[src/sv/dll_pkg.sv]
// ----------------------------------------------------------------------------
// dll_pkg
// Opcodes and status codes used by the linked list engine core.
// ----------------------------------------------------------------------------
package dll_pkg;

  typedef enum logic [2:0] {
    OP_INS_FRONT = 3'd0,
    OP_INS_BACK  = 3'd1,
    OP_DELETE    = 3'd2,
    OP_FORWARD   = 3'd3,
    OP_BACKWARD  = 3'd4,
    OP_CLEAR     = 3'd5
  } opcode_t;

  typedef enum logic [1:0] {
    ST_OK        = 2'd0,
    ST_NOT_FOUND = 2'd1,
    ST_FULL      = 2'd2,
    ST_EMPTY     = 2'd3
  } status_t;

endpackage

[src/sv/doubly_linked_list_engine_core.sv]
// ----------------------------------------------------------------------------
// doubly_linked_list_engine_core
// Doubly linked list of signed values kept in a fixed node pool.
// ----------------------------------------------------------------------------
// The engine keeps a doubly linked list in a pool of NODE_COUNT nodes. Each
// request carries an opcode and a value; inserts, deletes and clear give one
// status response, traversals give one response per node with tlast on the
// final one (or one "empty" response). One request is handled at a time, and
// a new request is taken only after the previous response has been taken.
// All node state lives in three RAMs (values, next links, previous links)
// with registered reads, so each node visited takes a read state and a use
// state. An insert takes the free head, writes the new node and its links,
// then links its neighbour and responds. A delete that finds a match
// relinks the neighbours and returns the node to the free chain; one that
// finds none responds not found. A traversal presents one response per node
// visited while the receiver keeps up. A full pool, an empty traversal and
// a clear respond on the cycle after acceptance. After reset and after a
// clear request the next-link RAM is rebuilt as a free chain by a sweep over
// all NODE_COUNT entries during which no request is accepted.
// Node links use NODE_COUNT as the null marker.
module doubly_linked_list_engine_core #(
  parameter int NODE_COUNT  = 16,
  parameter int VALUE_WIDTH = 32
) (
  input  logic        clk,
  input  logic        rst,
  input  logic        s_tvalid,
  output logic        s_tready,
  // Fields from bit 0: opcode[2:0], value[34:3], zero fill [39:35].
  input  logic [39:0] s_tdata,
  output logic        m_tvalid,
  input  logic        m_tready,
  // Fields from bit 0: out_value[31:0], status[33:32], zero fill [39:34].
  output logic [39:0] m_tdata,
  output logic        m_tlast
);

  localparam int AW = $clog2(NODE_COUNT);
  localparam int LW = $clog2(NODE_COUNT + 1);
  localparam logic [LW-1:0] NIL = LW'(NODE_COUNT);
  localparam int SW = $clog2(NODE_COUNT + 1);

  typedef enum logic [3:0] {
    S_SWEEP, S_IDLE, S_INS_RD, S_INS_WR, S_WALK_RD, S_WALK_USE,
    S_DEL_LINK, S_OUT
  } state_t;

  state_t state;
  logic [2:0] op;
  logic [VALUE_WIDTH-1:0] key;
  logic [LW-1:0] head, tail, free_head, cur, node, prev_n, next_n;
  logic [SW-1:0] steps;
  logic [AW-1:0] sweep_idx;
  logic del_stage;

  // Output holding register.
  logic        out_valid;
  logic [31:0] out_val;
  logic [1:0]  out_st;
  logic        out_last;

  // RAM ports.
  logic                   v_we, n_we, p_we;
  logic [AW-1:0]          v_wa, n_wa, p_wa, v_ra, n_ra, p_ra;
  logic [VALUE_WIDTH-1:0] v_wd, v_rd;
  logic [LW-1:0]          n_wd, n_rd, p_wd, p_rd;

  dll_ram #(.WIDTH(VALUE_WIDTH), .DEPTH(NODE_COUNT)) u_val (
    .clk(clk), .we(v_we), .waddr(v_wa), .wdata(v_wd), .raddr(v_ra), .rdata(v_rd));
  dll_ram #(.WIDTH(LW), .DEPTH(NODE_COUNT)) u_next (
    .clk(clk), .we(n_we), .waddr(n_wa), .wdata(n_wd), .raddr(n_ra), .rdata(n_rd));
  dll_ram #(.WIDTH(LW), .DEPTH(NODE_COUNT)) u_prev (
    .clk(clk), .we(p_we), .waddr(p_wa), .wdata(p_wd), .raddr(p_ra), .rdata(p_rd));

  logic [2:0]  in_op;
  logic [31:0] in_val;
  logic        accept;
  assign in_op  = s_tdata[2:0];
  assign in_val = s_tdata[34:3];
  assign s_tready = (state == S_IDLE) && !out_valid;
  assign accept = s_tvalid && s_tready;

  assign m_tvalid = out_valid;
  assign m_tdata  = {6'd0, out_st, out_val};
  assign m_tlast  = out_last;

  // Sign-extended read value in 32-bit output form.
  logic [31:0] out_form;
  always_comb begin
    logic [63:0] w;
    w = 64'($signed(v_rd));
    out_form = w[31:0];
  end

  logic [VALUE_WIDTH-1:0] in_store;
  always_comb begin
    logic [63:0] w;
    w = 64'($signed(in_val));
    in_store = w[VALUE_WIDTH-1:0];
  end

  logic fwd;
  assign fwd = (op != 3'(dll_pkg::OP_BACKWARD));

  // Read addresses: the walk reads the current node in all three RAMs; in idle the next-link RAM reads the free head.
  always_comb begin
    v_ra = cur[AW-1:0];
    n_ra = (state == S_IDLE) ? free_head[AW-1:0] : cur[AW-1:0];
    p_ra = cur[AW-1:0];
  end

  // Write ports.
  always_comb begin
    v_we = 1'b0; v_wa = node[AW-1:0]; v_wd = key;
    n_we = 1'b0; n_wa = node[AW-1:0]; n_wd = '0;
    p_we = 1'b0; p_wa = node[AW-1:0]; p_wd = '0;
    case (state)
      S_SWEEP: begin
        n_we = 1'b1; n_wa = sweep_idx; n_wd = LW'(sweep_idx) + LW'(1);
        p_we = 1'b1; p_wa = sweep_idx; p_wd = '0;
      end
      S_INS_WR: begin
        v_we = 1'b1;
        if (op == 3'(dll_pkg::OP_INS_FRONT)) begin
          n_we = 1'b1; n_wd = head;
          p_we = 1'b1; p_wd = NIL;
        end else begin
          n_we = 1'b1; n_wd = NIL;
          p_we = 1'b1; p_wd = tail;
        end
      end
      S_DEL_LINK: begin
        if (!del_stage) begin
          n_we = (prev_n != NIL); n_wa = prev_n[AW-1:0]; n_wd = next_n;
          p_we = (next_n != NIL); p_wa = next_n[AW-1:0]; p_wd = prev_n;
        end else begin
          n_we = 1'b1; n_wa = cur[AW-1:0]; n_wd = free_head;
        end
      end
      S_OUT: begin
        // Second link of an insert: old head's prev or old tail's next.
        // The flag is only set when the list held a node before the insert.
        if (del_stage) begin
          if (op == 3'(dll_pkg::OP_INS_FRONT)) begin
            p_we = 1'b1; p_wa = cur[AW-1:0]; p_wd = node;
          end else begin
            n_we = 1'b1; n_wa = cur[AW-1:0]; n_wd = node;
          end
        end
      end
      default: ;
    endcase
  end

  always_ff @(posedge clk) begin
    if (rst) begin
      state <= S_SWEEP;
      sweep_idx <= '0;
      head <= NIL; tail <= NIL; free_head <= '0;
      out_valid <= 1'b0;
      del_stage <= 1'b0;
    end else begin
      if (out_valid && m_tready) out_valid <= 1'b0;
      case (state)
        S_SWEEP: begin
          sweep_idx <= sweep_idx + AW'(1);
          if (sweep_idx == AW'(NODE_COUNT - 1)) state <= S_IDLE;
        end
        S_IDLE: begin
          if (accept) begin
            op <= in_op; key <= in_store; steps <= '0; del_stage <= 1'b0;
            case (in_op)
              3'(dll_pkg::OP_INS_FRONT), 3'(dll_pkg::OP_INS_BACK): begin
                if (free_head == NIL) begin
                  out_valid <= 1'b1; out_val <= '0; out_last <= 1'b1;
                  out_st <= dll_pkg::ST_FULL;
                end else begin
                  node <= free_head; state <= S_INS_RD;
                end
              end
              3'(dll_pkg::OP_DELETE): begin
                cur <= head; state <= S_WALK_RD;
              end
              3'(dll_pkg::OP_FORWARD), 3'(dll_pkg::OP_BACKWARD): begin
                if (head == NIL) begin
                  out_valid <= 1'b1; out_val <= '0; out_last <= 1'b1;
                  out_st <= dll_pkg::ST_EMPTY;
                end else begin
                  cur <= (in_op == 3'(dll_pkg::OP_FORWARD)) ? head : tail;
                  state <= S_WALK_RD;
                end
              end
              3'(dll_pkg::OP_CLEAR): begin
                head <= NIL; tail <= NIL; free_head <= '0; sweep_idx <= '0;
                out_valid <= 1'b1; out_val <= '0; out_last <= 1'b1;
                out_st <= dll_pkg::ST_OK;
                state <= S_SWEEP;
              end
              default: ;
            endcase
          end
        end
        S_INS_RD: begin
          // n_rd now holds next link of the free head.
          free_head <= n_rd;
          state <= S_INS_WR;
        end
        S_INS_WR: begin
          if (op == 3'(dll_pkg::OP_INS_FRONT)) begin
            if (head == NIL) tail <= node;
            cur <= head; head <= node;
            del_stage <= (head != NIL);
          end else begin
            if (tail == NIL) head <= node;
            cur <= tail; tail <= node;
            del_stage <= (tail != NIL);
          end
          state <= S_OUT;
        end
        S_WALK_RD: begin
          if (cur == NIL || steps == SW'(NODE_COUNT)) begin
            // Only a delete can get here without a node.
            out_valid <= 1'b1; out_val <= '0; out_last <= 1'b1;
            out_st <= dll_pkg::ST_NOT_FOUND;
            state <= S_IDLE;
          end else begin
            state <= S_WALK_USE;
          end
        end
        S_WALK_USE: begin
          if (op == 3'(dll_pkg::OP_DELETE)) begin
            if (v_rd == key) begin
              prev_n <= p_rd; next_n <= n_rd;
              state <= S_DEL_LINK;
            end else begin
              cur <= n_rd; steps <= steps + SW'(1); state <= S_WALK_RD;
            end
          end else if (!out_valid || m_tready) begin
            logic [LW-1:0] nx;
            nx = fwd ? n_rd : p_rd;
            out_valid <= 1'b1; out_val <= out_form; out_st <= dll_pkg::ST_OK;
            out_last <= (nx == NIL) || (steps == SW'(NODE_COUNT - 1));
            if ((nx == NIL) || (steps == SW'(NODE_COUNT - 1))) begin
              state <= S_IDLE;
            end else begin
              cur <= nx; steps <= steps + SW'(1); state <= S_WALK_RD;
            end
          end
        end
        S_DEL_LINK: begin
          if (!del_stage) begin
            if (prev_n == NIL) head <= next_n;
            if (next_n == NIL) tail <= prev_n;
            del_stage <= 1'b1;
          end else begin
            free_head <= cur;
            del_stage <= 1'b0;
            out_valid <= 1'b1; out_val <= '0; out_last <= 1'b1;
            out_st <= dll_pkg::ST_OK;
            state <= S_IDLE;
          end
        end
        S_OUT: begin
          del_stage <= 1'b0;
          out_valid <= 1'b1; out_val <= '0; out_last <= 1'b1;
          out_st <= dll_pkg::ST_OK;
          state <= S_IDLE;
        end
        default: state <= S_IDLE;
      endcase
    end
  end

  // A held response must not change until it is taken.
  a_hold: assert property (@(posedge clk) disable iff (rst)
    out_valid && !m_tready |=> out_valid && $stable(out_val) && $stable(out_last))
    else $error("response changed while stalled");
  // No request is taken during the pool rebuild.
  a_sweep: assert property (@(posedge clk) disable iff (rst)
    state == S_SWEEP |-> !s_tready)
    else $error("request accepted during sweep");
  // Head and tail are null together.
  a_ends: assert property (@(posedge clk) disable iff (rst)
    state == S_IDLE |-> ((head == NIL) == (tail == NIL)))
    else $error("head and tail disagree");

endmodule

[src/sv/dll_ram.sv]
// ----------------------------------------------------------------------------
// dll_ram
// Generic single-write, single-read RAM with a registered read port.
// ----------------------------------------------------------------------------
module dll_ram #(
  parameter int WIDTH = 8,
  parameter int DEPTH = 16
) (
  input  logic                     clk,
  input  logic                     we,
  input  logic [$clog2(DEPTH)-1:0] waddr,
  input  logic [WIDTH-1:0]         wdata,
  input  logic [$clog2(DEPTH)-1:0] raddr,
  output logic [WIDTH-1:0]         rdata
);

  logic [WIDTH-1:0] mem [DEPTH];

  always_ff @(posedge clk) begin
    if (we) begin
      mem[waddr] <= wdata;
    end
    rdata <= mem[raddr];
  end

endmodule
[config.mk]
export PLATFORM = sky130hd
export DESIGN_NAME = doubly_linked_list_engine_core
export DESIGN_NICKNAME = d
export VERILOG_FILES = /design/src/sv/dll_pkg.sv /design/src/sv/doubly_linked_list_engine_core.sv /design/src/sv/dll_ram.sv
export SDC_FILE = /design/constraint.sdc
export NUM_CORES = 1
export LEC_CHECK = 0
export BUFFER_PORTS_ARGS = -buffer_cell sky130_fd_sc_hd__buf_2
export CAP_MARGIN = 20
export CORE_UTILIZATION = 50
export CTS_BUF_LIST = sky130_fd_sc_hd__clkbuf_16
export CTS_CLUSTER_DIAMETER = 60
export DETAILED_ROUTE_END_ITERATION = 7
export MAX_ROUTING_LAYER = met4
export PLACE_DENSITY = 0.66
export SYNTH_ARGS = -nofsm -noshare
export SYNTH_HDL_FRONTEND = slang
export SYNTH_SLANG_ARGS = --single-unit
[constraint.sdc]
create_clock -name clk -period 6.81 [get_ports clk]
set_input_delay 0 -clock clk [delete_from_list [all_inputs] [get_ports clk]]
set_output_delay 0 -clock clk [all_outputs]
set_load 0.02 [all_outputs]
; Word level (Yosys, flattened, before mapping)
; Memory sizes are Yosys's and may differ from the RTL's. A register that Yosys moved wholly into a read port is not among the register bits.
; Index checks and enable logic that the tools add are counted.
[totals]
input_bits = 44
ff_bits = 120
word_cells = 231
ramBits = 672
output_inout_bits = 43
mem_count = 3
[op_classes]
n_bitwise = 2
n_reduce_logical = 32
eq_ne = 51
mux = 123
add_sub_neg = 3
[mem_list]
columns = memory, words, word_bits, read_ports, rd_clocked_by_memory_dff, wr, line_no
row1 = u_val.mem, 16, 32, 1, 1, 1, dll_ram.sv:17  ; logic [WIDTH-1:0] mem [DEPTH];
row2 = u_next.mem, 16, 5, 1, 1, 1, dll_ram.sv:17
row3 = u_prev.mem, 16, 5, 1, 1, 1, dll_ram.sv:17
[ops]
columns = operator, n
row1 = $mux 32, 7
row2 = $mux 5, 35
row3 = $pmux 32 s5, 1
row4 = $pmux 32 s3, 1
row5 = $pmux 5 s3, 5
row6 = $mux 4, 16
row7 = $eq 5x5->1 const B, 8
row8 = $eq 32x32->1, 1
row9 = $mux 1, 31
row10 = $ne 3x3->1 const B, 10
row11 = $pmux 4 s7, 1
row12 = $pmux 4 s3, 2
row13 = $ne 5x5->1 const B, 4
row14 = $pmux 5 s2, 2
row15 = $pmux 5 s4, 1
row16 = $ne 2x2->1 const B, 9
row17 = $reduce_and 6->1, 3
row18 = $eq 4x3->1 const B, 4
row19 = $mux 2, 8
row20 = $pmux 4 s4, 1
row21 = $pmux 1 s3, 4
row22 = $pmux 1 s5, 2
row23 = $pmux 2 s5, 1
row24 = $reduce_and 10->1, 1
row25 = other kinds (35), 53

; Depth between registers and ports, before layout
; Gate-level depths: netlist (run 1).
[depth]
word_depth = 8
mapped_depth = 8
depth_no_buf = 8

; Cells and area by module
; From an unflattened synthesis (run 1), not the netlist that was laid out.
[hier_totals]
cells_unflattened = 1723
hier_area_um2 = 32588.8
[by_module_without_submodules]
columns = mod, area_each_um2, instances, seq_area_each_um2, cells_each
row1 = dll_ram (u_val), 19835.3, 1, 16015.4, 838
row2 = dll_ram (u_next ...), 3213.1, 2, 2502.4, 155
row3 = doubly_linked_list_engine_core, 6327.3, 1, 3333.2, 575

; Worst setup path after synthesis (run 1)
; Ideal clock, no wire load.
[synth_path]
path_type = register to register
startpoint = reg state[1]
endpoint = mem u_val.mem[12][0] (netlist name), enable pin
period_less_slack_ns = 5.418
arrival_time_ns = 4.904
path_slack_ns = 1.392
required_ns = 6.297
stages_incl_launch_ff = 7
cell_sequence = dfxtp_1 > buf_2 > clkbuf_1 > and3_1 > clkbuf_1 > nand2_1 > nor4b_1
[synth_via]
elab_chain_len = 4
[synth_lines]
columns = element, line_no
row1 = start: declaration, doubly_linked_list_engine_core.sv:48  ; state_t state;
row2 = start signal: assignment, doubly_linked_list_engine_core.sv:157  ; state <= S_SWEEP;
row3 = start signal: assignment, doubly_linked_list_engine_core.sv:167  ; if (sweep_idx == AW'(NODE_COUNT - 1)) state <= S_IDLE;
row4 = start signal: assignment, doubly_linked_list_engine_core.sv:178  ; node <= free_head; state <= S_INS_RD;
row5 = $eq 4x2->1, doubly_linked_list_engine_core.sv:117  ; case (state)
row6 = $mux 1, doubly_linked_list_engine_core.sv:117
row7 = $mux 1, dll_ram.sv:20  ; if (we) begin
row8 = $mux 1 (not written as such), dll_ram.sv:21  ; mem[waddr] <= wdata;
row9 = end: declaration, dll_ram.sv:17
; Every way passes these cells.

; Worst setup path after layout (run 1)
[layout_path]
startpoint = reg key[27]
endpoint = reg next_n[1], enable pin
[layout_via]
elab_chain_len = 2
[layout_lines]
columns = element, line_no
row1 = start: declaration, doubly_linked_list_engine_core.sv:50  ; logic [VALUE_WIDTH-1:0] key;
row2 = start signal: assignment, doubly_linked_list_engine_core.sv:171  ; op <= in_op; key <= in_store; steps <= '0; del_stage <= 1'b0;
row3 = $eq 32x32->1, doubly_linked_list_engine_core.sv:232  ; if (v_rd == key) begin
row4 = $reduce_and 4->1 (no line), --
row5 = end signal: assignment, doubly_linked_list_engine_core.sv:233  ; prev_n <= p_rd; next_n <= n_rd;
row6 = end: declaration, doubly_linked_list_engine_core.sv:51  ; logic [LW-1:0] head, tail, free_head, cur, node, prev_n, next_n;
; Every way passes these cells.
; A chain may end at the register's enable or synchronous reset.

==> reports/metrics.yaml, run 1 <==
route:
  wire_per_inst_microns: 27.17
  wl_microns: 76330
  ant_nets: 0
  viasPerCell: 6.168
  route.detailed.drc: 0
  first_pass_iters: 5
  detail_route.iter0.violations: 1907
  num_vias: 17330
yosys:
  synth_top_area_cell: "edfxtp_1"
  postSynthAreaPerCell_sq_um: 18.92
  ys_seq_area_share_pct: 74.24
  syn_inst: 1734
  syn-cell-area_sq_um: 32800
  synth.area.top_cells: "edfxtp_1, mux4_2, dfxtp_1"
  async_reset_ff_share_pct: 0
  yosys_most_used_dff: "edfxtp_1"
  synth-seq-cells: 833
  synth_cell_types: 72
  synth_enable_flop_cells: 767
  yosysWarnings: 0
  yosys.area.top_type_share_pct: 70.22
setup_path:
  required_ns: 7.05
  start_kind: "flip-flop"
  cp_data_arrival_time_ns: 4.27
  cp-end-kind: "flip-flop"
  path_common_cell: "nor4_1"
  crit_path_cell_trace: "xor2_1, nor4_1, nand4_1, nor4_1, nand2_1, nor2_1"
  path_class: "flip-flop to flip-flop"
  path_delay_family: "simple AND/OR/NAND/NOR gates"
  critPathBufInv: 0
  critPathMaxStageDelay_ns: 0.81
  crit_fanout: 17
  critical-path-slowest-cell: "nor4_1"
floorplanning:
  die_w_microns: 258.1
  coreArea_sq_um: 64580
  ios: 87
  die_area_sq_um: 66630
  die_h_microns: 258.1
  start_util_pct: 50.79
  row_count: 93
global_route:
  grt_max_degree: 155
  track_usage_pct: 23.90
  overflow: 0
  antenna_found_initial: 3
  grt_pass1_vias: 17370
  grt_pass1_wl_microns: 112100
place:
  dp_hpwl_microns: 41860
  io_buffer_count: 75
  gp_congestion: 0.9089
min_path:
  holdCritPathClass: "primary input to flip-flop"
sta:
  min_period_ns: 4.031
  fmax_ghz: 0.2481
  clock_skew_ns: 0.04072
  max_slew_margin_pct: 25.31
  drv_slew: 0
  hold_viol_final: 0
  rsz0062_at_grt: "no"
  setup_viol: 0
  tns_ns: 0
  finalCritPeriodShare_pct: 59.19
  tightest_slew_ns: 1.112
power_and_ir_drop:
  powerDensity_nw_per_um2: 282.8
  p_leak_nw: 12.04
  peakVddDrop_mv: 0.2130
layout:
  syn2layout_area_growth_pct: 14.12
  drive_gt1_share_pct: 23.04
  fin_util_pct: 57.96
  nets: 1931
clock_tree:
  cts.path.max_buffers: 3
  ctsHoldBuffers: 38
  cts_tree: "yes"
  clk_latency_ns: 0.65
  cts_root_buf: "clkbuf_16"
  path_clk_slew_ns: 0.06
  numClockSinks: 833
  cts_htree_levels: 3
  cts_setup_buffers: 0
  cts-buffers-inserted: 86
  cts_resized: 0
flow_run:
  cap_viol_max_count: 0
status:
  outcome: "completed"
==> area by class of cell <==
cell class	instances	area [sq um]
Antenna cell	1	2.502
Clock buffer	86	2152
Clock inverter	74	565.5
Fill cell	4805	27150
Inverter	6	22.52
Multi-Input combinational cell	798	8143
Sequential cell	833	24350
Tap cell	855	1070
Timing Repair Buffer	156	1124
==> path summary, 6_finish.rpt <==
check,to,cells after the start,from,slack (ns)
max,next_n[1]$_DFFE_PP_,6,key[27]$_DFFE_PP_,2.78
min,key[15]$_DFFE_PP_,2,s_tdata[18],0.06
max reg2reg,next_n[1]$_DFFE_PP_,6,key[27]$_DFFE_PP_,2.78
min reg2reg,node[4]$_DFFE_PP_,0,free_head[4]$_SDFFE_PP0P_,0.53
==> layout by cell type, fill, tap and decap left out, types with 7 or more instances in the layout <==
cell type / instances
edfxtp_1: 767
dlygate4sd3_1: 38
nor2_1: 74
inv_1: 27
nor2b_1: 14
nor3_1: 22
nand3_1: 22
o32ai_1: 7
a32o_1: 8
xor2_1: 33
and2_1: 35
buf_4: 39
clkbuf_16: 86
o21ai_0: 21
nor4_1: 14
buf_2: 75
mux2i_1: 49
o22ai_1: 9
nor2_4: 8
clkinv_1: 19
nand2_1: 95
a221oi_1: 17
clkinv_2: 13
a22oi_1: 8
nand2b_1: 13
a21oi_1: 48
mux4_2: 185
dfxtp_1: 66
==> report_power, final <==
part           leakage [nW]  internal (mW)  total (mW)  switching [mW]
logic                  3.15          0.141       0.380           0.240
clock network          1.40           2.51        4.47            1.96
registers              7.49           5.66        5.74          0.0722
==> cell usage after synthesis, types with 15 or more instances <==
library cell  number
edfxtp_1         767
mux4_2           185
nand2_1           95
nor2_1            82
clkbuf_1          70
dfxtp_1           66
mux2i_1           51
a21oi_1           48
and2_1            35
xor2_1            33
nor3_1            26
nand3_1           22
o21ai_0           21
a221oi_1          17
buf_2             17
nor4_1            15
==> flip-flops by register name, summed over array words and instances (netlist names), 32 cells and up <==
name and cells:
u_val.mem 512, key 32, out_val 32, u_val.rdata 32, u_prev.mem 80, u_next.mem 80
==> per-layer routing <==
layer | wire [microns] | global-route usage, %
met4 | 2235 | 8.087
met1 | 31710 | 32.42
met2 | 37500 | 37.51
met3 | 4892 | 3.367
met5 | 0 | -
==> per-stage QoR <==
step | area, sq um | cells | worst slack, ns | total power [mW] | hold WS, ns
after global placement | 34250 | 2602 | 3.014 | 6.184 | 0.1761
after floorplan | 32820 | 1739 | 1.392 | 6.050 | 0.09887
after detailed placement | 34250 | 2602 | 2.932 | 6.198 | 0.1781
after CTS | 37350 | 2800 | 2.897 | 10.65 | 0.02539
final | 37430 | 2809 | 2.779 | 10.59 | 0.05677
after global routing | 37430 | 2809 | 2.581 | 10.89 | 0.04631
==> cells by family (layout without fill, tap and decap cells) <==
logic type	after synthesis	count (layout)	share of synthesized area, %
and+or+nand+nor	344	344	5.272
AOI/OAI and AO/OA	167	167	3.540
other	1	7	0.01143
DFF	833	833	74.24
xor gates and xnor gates	37	37	0.9879
buffers and inverters	108	322	1.381
adders and majority gates	6	6	0.2289
muxes	238	238	14.33
Power figures use the tool's default switching activity.
==> run 2: changes to the inputs <==
- PLACE_DENSITY: 0.66 -> 0.69
- clock period: 6.81 -> 3.3 ns (I/O delays scaled with it)
==> reports/metrics.yaml, run 2 (synthesis gave the netlist of run 1 again) <==
place:
  placed_cells: 2675
  io_buffer_count: 75
  gp_congestion: 0.9472
  dp_hpwl_microns: 45630
  place_area_sq_um: 35100
min_path:
  min_path_cells: 4
  worstHoldStart: "m_tready"
  holdCritPathClass: "primary input to flip-flop"
  min_to: "m_tvalid$_SDFF_PP0_"
layout:
  fin_area_sq_um: 38320
  layout_common_cells: "edfxtp_1, mux4_2, nand2_1"
  final_common_cell: "edfxtp_1"
  drive_gt1_share_pct: 25.55
  reg_top3: "u_val.mem (512), u_next.mem (80), u_prev.mem (80)"
  nets: 1992
  instances_no_fill: 2868
  regArea_sq_um: 24350
  largest_reg_flops: 512
  multiInputGateArea_sq_um: 8192
  top_register: "u_val.mem"
  syn2layout_area_growth_pct: 16.81
  n_fill_cell: 4596
clock_tree:
  cts_tree: "yes"
  numClockSinks: 833
  cts_resized: 0
  cts.path.max_buffers: 3
  clk_latency_ns: 0.64
  path_clk_slew_ns: 0.06
  cts-buffers-inserted: 84
  cts_root_buf: "clkbuf_16"
  cts_htree_levels: 3
setup_path:
  cp_data_arrival_time_ns: 3.30
  start_kind: "flip-flop"
  r2r_start: "state[0]$_SDFFE_PP0P_"
  cp-end-kind: "flip-flop"
  r2r_slack_ns: 0.26
  crit_fanout: 17
  path_class: "flip-flop to flip-flop"
  r2r_cells: 6
  rr_endpoint: "u_next.mem[14][4]$_DFFE_PP_"
  required_ns: 3.55
power_and_ir_drop:
  seqPwrFrac_pct: 52.9
  power_mw: 22.38
  p_leak_nw: 12.47
  powerDensity_nw_per_um2: 584.0
  p_sw_mw: 4.663
  p_sw_share_pct: 20.84
  peakVddDrop_mv: 0.5137
  comb_power_share_pct: 3.8
  power.share.clock_pct: 43.3
  internal_power_mw: 17.71
sta:
  min_period_ns: 3.043
  finalCritPeriodShare_pct: 92.22
  hold_viol_final: 0
  drv_slew: 0
  clock_skew_ns: 0.02747
  rsz0062_at_grt: "no"
  tightest_slew_ns: 0.8086
  max_slew_margin_pct: 46.09
  fmax_ghz: 0.3286
  setup_viol: 0
route:
  wire_per_inst_microns: 27.01
  wl_microns: 77470
  num_vias: 17530
  viasPerCell: 6.113
  detail_route.iter0.violations: 2039
  route.detailed.drc: 0
  first_pass_iters: 5
  ant_nets: 0
global_route:
  grt_max_degree: 105
  grt_pass1_vias: 17600
  use_met1_pct: 33.21
  overflow: 0
  grt.busiest_layer: "met2"
  grt_use_met2_pct: 38.52
  antenna_found_initial: 1
  grt.met3_usage_pct: 3.445
  grt_pass1_wl_microns: 115300
  track_usage_pct: 24.36
floorplanning:
  row_count: 93
  coreArea_sq_um: 64580
  die_h_microns: 258.1
  die_w_microns: 258.1
  start_util_pct: 50.79
  ios: 87
  die_area_sq_um: 66630
status:
  outcome: "completed"
flow_run:
  cap_viol_max_count: 0
[run 2: cell count changes in the layout (fill, tap and decap cells not counted), moves of 2 or more]
| cell | before | now |
|---|---|---|
| buf_4 | 39 | 86 |
| clkinv_2 | 13 | 8 |
| inv_16 | 2 | 0 |
| bufinv_16 | 5 | 12 |
| inv_1 | 27 | 23 |
| nor3_2 | 4 | 0 |
| dlygate4sd3_1 | 38 | 36 |
| nor3_4 | 0 | 4 |
| buf_12 | 2 | 22 |
| inv_6 | 4 | 2 |
[run 2: worst max path at each step]
stage | to | cells after the start | slack [ns] | start
finish | u_next.mem[14][4]$_DFFE_PP_ | 6 | 0.26 | state[0]$_SDFFE_PP0P_
global route | u_next.rdata[1]$_DFF_P_ | 7 | 0.04 | state[2]$_SDFFE_PP0P_
CTS | u_next.rdata[1]$_DFF_P_ | 7 | 0.32 | state[2]$_SDFFE_PP0P_
detailed placement | u_next.rdata[1]$_DFF_P_ | 7 | 0.32 | state[2]$_SDFFE_PP0P_
global placement | out_val[17]$_SDFFCE_PN0P_ | 6 | 0.43 | state[2]$_SDFFE_PP0P_
floorplan | u_val.mem[11][0]$_DFFE_PP_ | 6 | -0.05 | state[1]$_SDFFE_PP0P_
[run 2: power groups by stage]
| stage | Combinational, mW | Clock [mW] | Sequential, mW |
|---|---|---|---|
| after floorplan | 0.504 | 0 | 12.0 |
| after global placement | 0.789 | 0 | 12.0 |
| after detailed placement | 0.809 | 0 | 12.0 |
| after CTS | 0.848 | 9.84 | 11.8 |
| after global routing | 0.916 | 10.2 | 11.8 |
| final | 0.855 | 9.70 | 11.8 |
[run 2: metal layers]
| layer | wire (microns) | share of wire [%] |
|---|---|---|
| met1 | 31660 | 41 |
| met2 | 38490 | 50 |
| met3 | 5431 | 7.0 |
| met4 | 1891 | 2.4 |
| met5 | 0 | 0 |
[run 2: critical path, cell delays in order, from the launching register on]
cell      delay, ns
dfxtp_1        0.49
or3_1          0.57
nand2b_1       0.47
nor2_1         0.11
a211oi_1       0.36
nand2_1        0.19
nor2_1         0.48
[run 2: area by class of cell]
cell class	instances	share of cell area (%)
antenna	1	0.006531
tap	855	2.792
timing repair buffer	219	4.755
multi-input combinational	798	21.38
clock inverter	70	1.832
sequential	833	63.56
inverter	6	0.05878
clock buffer	86	5.617
[run 2: timing repair]
action	4_1_cts	5_1_grt
hold endpoints to repair	46	0
hold buffers	36	0
setup endpoints to repair	0	0
setup buffers	0	0
[run 2: metrics by stage]
stage,setup slack [ns],hold WS (ns),TNS (ns),util [%]
floorplan,-0.05365,0.09887,-9.648,-
global placement,0.4292,0.1764,0,54.35
detailed placement,0.3232,0.1781,0,54.35
CTS,0.3180,0.009876,0,59.33
global route,0.04059,0.04665,0,59.33
finish,0.2567,0.02829,0,59.33
==> run 3: changes to the inputs <==
- SYNTH_HIERARCHICAL: default -> 1
==> reports/metrics.yaml, run 3 <==
power_and_ir_drop:
  seqPwrFrac_pct: 53.1
  internal_power_mw: 17.38
  p_leak_nw: 12.45
  p_sw_mw: 4.177
  p_sw_share_pct: 19.38
  comb_power_share_pct: 1.2
  power.share.clock_pct: 45.7
  peakVddDrop_mv: 0.3624
  powerDensity_nw_per_um2: 564.6
clock_tree:
  numClockSinks: 833
  cts_htree_levels: 3
  path_clk_slew_ns: 0.07
  cts-buffers-inserted: 86
  cts_tree: "yes"
  cts_root_buf: "clkbuf_16"
  clk_latency_ns: 0.64
  cts_setup_buffers: 0
  cts.path.max_buffers: 3
floorplanning:
  ios: 87
  row_count: 93
  die_h_microns: 257.3
  die_w_microns: 257.3
  start_util_pct: 50.55
  coreArea_sq_um: 64460
  die_area_sq_um: 66200
route:
  wl_microns: 75560
  viasPerCell: 6.023
  first_pass_iters: 8
  detail_route.iter0.violations: 1529
  route.detailed.drc: 0
  wire_per_inst_microns: 26.30
  ant_nets: 0
  num_vias: 17300
sta:
  drv_slew: 0
  rsz0062_at_grt: "no"
  clock_skew_ns: 0.02544
  setup_viol: 0
  max_slew_margin_pct: 41.57
  tightest_slew_ns: 0.8746
  fmax_ghz: 0.3227
  hold_viol_final: 0
  tns_ns: 0
  min_period_ns: 3.099
  finalCritPeriodShare_pct: 93.92
yosys:
  synth_enable_flop_cells: 767
  yosys.area.top_type_share_pct: 70.67
  synth.most_common_cell: "edfxtp_1"
  yosysWarnings: 6
  ys_top_cells_by_count: "edfxtp_1, mux4_2, a22oi_1, nand2_1, nor2_1"
  syn_inst: 1723
  yosys_most_used_dff: "edfxtp_1"
  postSynthAreaPerCell_sq_um: 18.91
  synth_top_area_cell: "edfxtp_1"
  synth.area.top_cells: "edfxtp_1, mux4_2, dfxtp_1"
  synth_cell_types: 73
  syn-cell-area_sq_um: 32590
  synth-seq-cells: 833
  ys_seq_area_share_pct: 74.73
  async_reset_ff_share_pct: 0
place:
  placed_cells: 2675
  io_buffer_count: 75
  gp_congestion: 0.9270
  dp_hpwl_microns: 44010
layout:
  top_register: "u_val/mem"
  antenna_cells: 0
  instances_no_fill: 2873
  reg_top3: "u_val/mem (512), u_next/mem (80), u_prev/mem (80)"
  layout_common_cells: "edfxtp_1, mux4_2, a22oi_1, nand2_1, clkbuf_16"
  fin_util_pct: 59.23
  largest_reg_flops: 512
  drive_gt1_share_pct: 25.97
  final_common_cell: "edfxtp_1"
  syn2layout_area_growth_pct: 17.16
  nets: 1996
global_route:
  grt_use_met2_pct: 38.04
  use_met1_pct: 31.97
  antenna_found_initial: 0
  track_usage_pct: 23.88
  grt_pass1_wl_microns: 112800
  grt_max_degree: 57
  grt_pass1_vias: 17890
  overflow: 0
  grt.met3_usage_pct: 3.595
  grt.busiest_layer: "met2"
setup_path:
  cp-end-kind: "flip-flop"
  start_kind: "flip-flop"
  cp_data_arrival_time_ns: 3.36
  crit_fanout: 10
  path_class: "flip-flop to flip-flop"
  required_ns: 3.56
flow_run:
  cap_viol_max_count: 0
status:
  outcome: "completed"
min_path:
  holdCritPathClass: "primary input to flip-flop"
==> run 3: cell count changes in the layout (fill, tap and decap cells not counted), sizes merged, moves of 13 or more <==
cell	change
xor2	-30
mux4	-17
xnor2	+29
a221oi	-13
a22oi	+83
mux2i	-42
a21oi	-18
nand3	+14
==> run 3: final timing paths <==
path / slack (ns) / cells after the start / to / from
worst max-delay path: 0.20 / 7 / u_next/mem[3][1]$_DFFE_PP_ / state[2]$_SDFFE_PP0P_
worst min-delay path: 0.07 / 2 / key[9]$_DFFE_PP_ / s_tdata[12]
worst max register to register: 0.20 / 7 / u_next/mem[3][1]$_DFFE_PP_ / state[2]$_SDFFE_PP0P_
worst min register to register: 0.47 / 0 / prev_n[4]$_DFFE_PP_ / u_prev/rdata[4]$_DFF_P_
==> run 3: what timing repair did <==
action	4_1_cts	5_1_grt
endpoints found under the hold margin	58	0
gates resized for setup	0	2
setup endpoints to repair	0	10
hold buffers	37	0
==> run 3: worst max-delay path: stages, from the launching register on <==
cell and delay [ns]:
dfxtp_1 0.42, nor3_2 0.56, nor2_1 0.13, a21o_1 0.21
nand2_1 0.08, o21ai_0 0.29, or3b_2 0.60, nor2_1 0.43
==> run 3: area by class of cell <==
type,count,area (sq um)
multi-input combinational,802,7963
fill,4677,26280
clock inverter,72,728.2
inverter,7,26.28
tap,855,1070
timing repair buffer,216,1839
sequential,833,24350
clock buffer,88,2202
==> run 3: power groups by stage <==
stage | Clock [mW] | Combinational, mW | Sequential (mW)
2_1_floorplan | 0 | 0.117 | 11.7
3_3_place_gp | 0 | 0.210 | 11.7
3_5_place_dp | 0 | 0.217 | 11.7
4_1_cts | 10.0 | 0.252 | 11.5
5_1_grt | 10.5 | 0.273 | 11.5
6_report | 9.85 | 0.253 | 11.5
==> run 3: cells by family after synthesis <==
family,after synthesis,share of synthesized area (%)
flops,833,74.73
xor+xnor,36,0.9675
other cells,1,0.01151
simple gates,367,5.947
buf+inv,93,1.455
compound gates,206,4.638
mux,181,12.02
fa+ha+maj,6,0.2304
==> run 3: routing by layer <==
layer / wire (microns) / up-vias
met5: 0 / -
met4: 1700 / 0
met3: 4879 / 132
met2: 37670 / 648
met1: 31310 / 9014
li1: - / 7510
==> run 3: per-stage QoR <==
stage | setup WS (ns) | hold slack (ns) | total power [mW] | instance area (sq um)
after floorplan | 0.1422 | 0.09887 | 11.79 | 32660
after global placement | 0.3504 | 0.1772 | 11.89 | 34870
after detailed placement | 0.2595 | 0.1781 | 11.90 | 34870
after CTS | 0.2151 | 0.02837 | 21.74 | 38170
after global routing | 0.04811 | 0.04435 | 22.18 | 38180
final | 0.2008 | 0.06992 | 21.56 | 38180
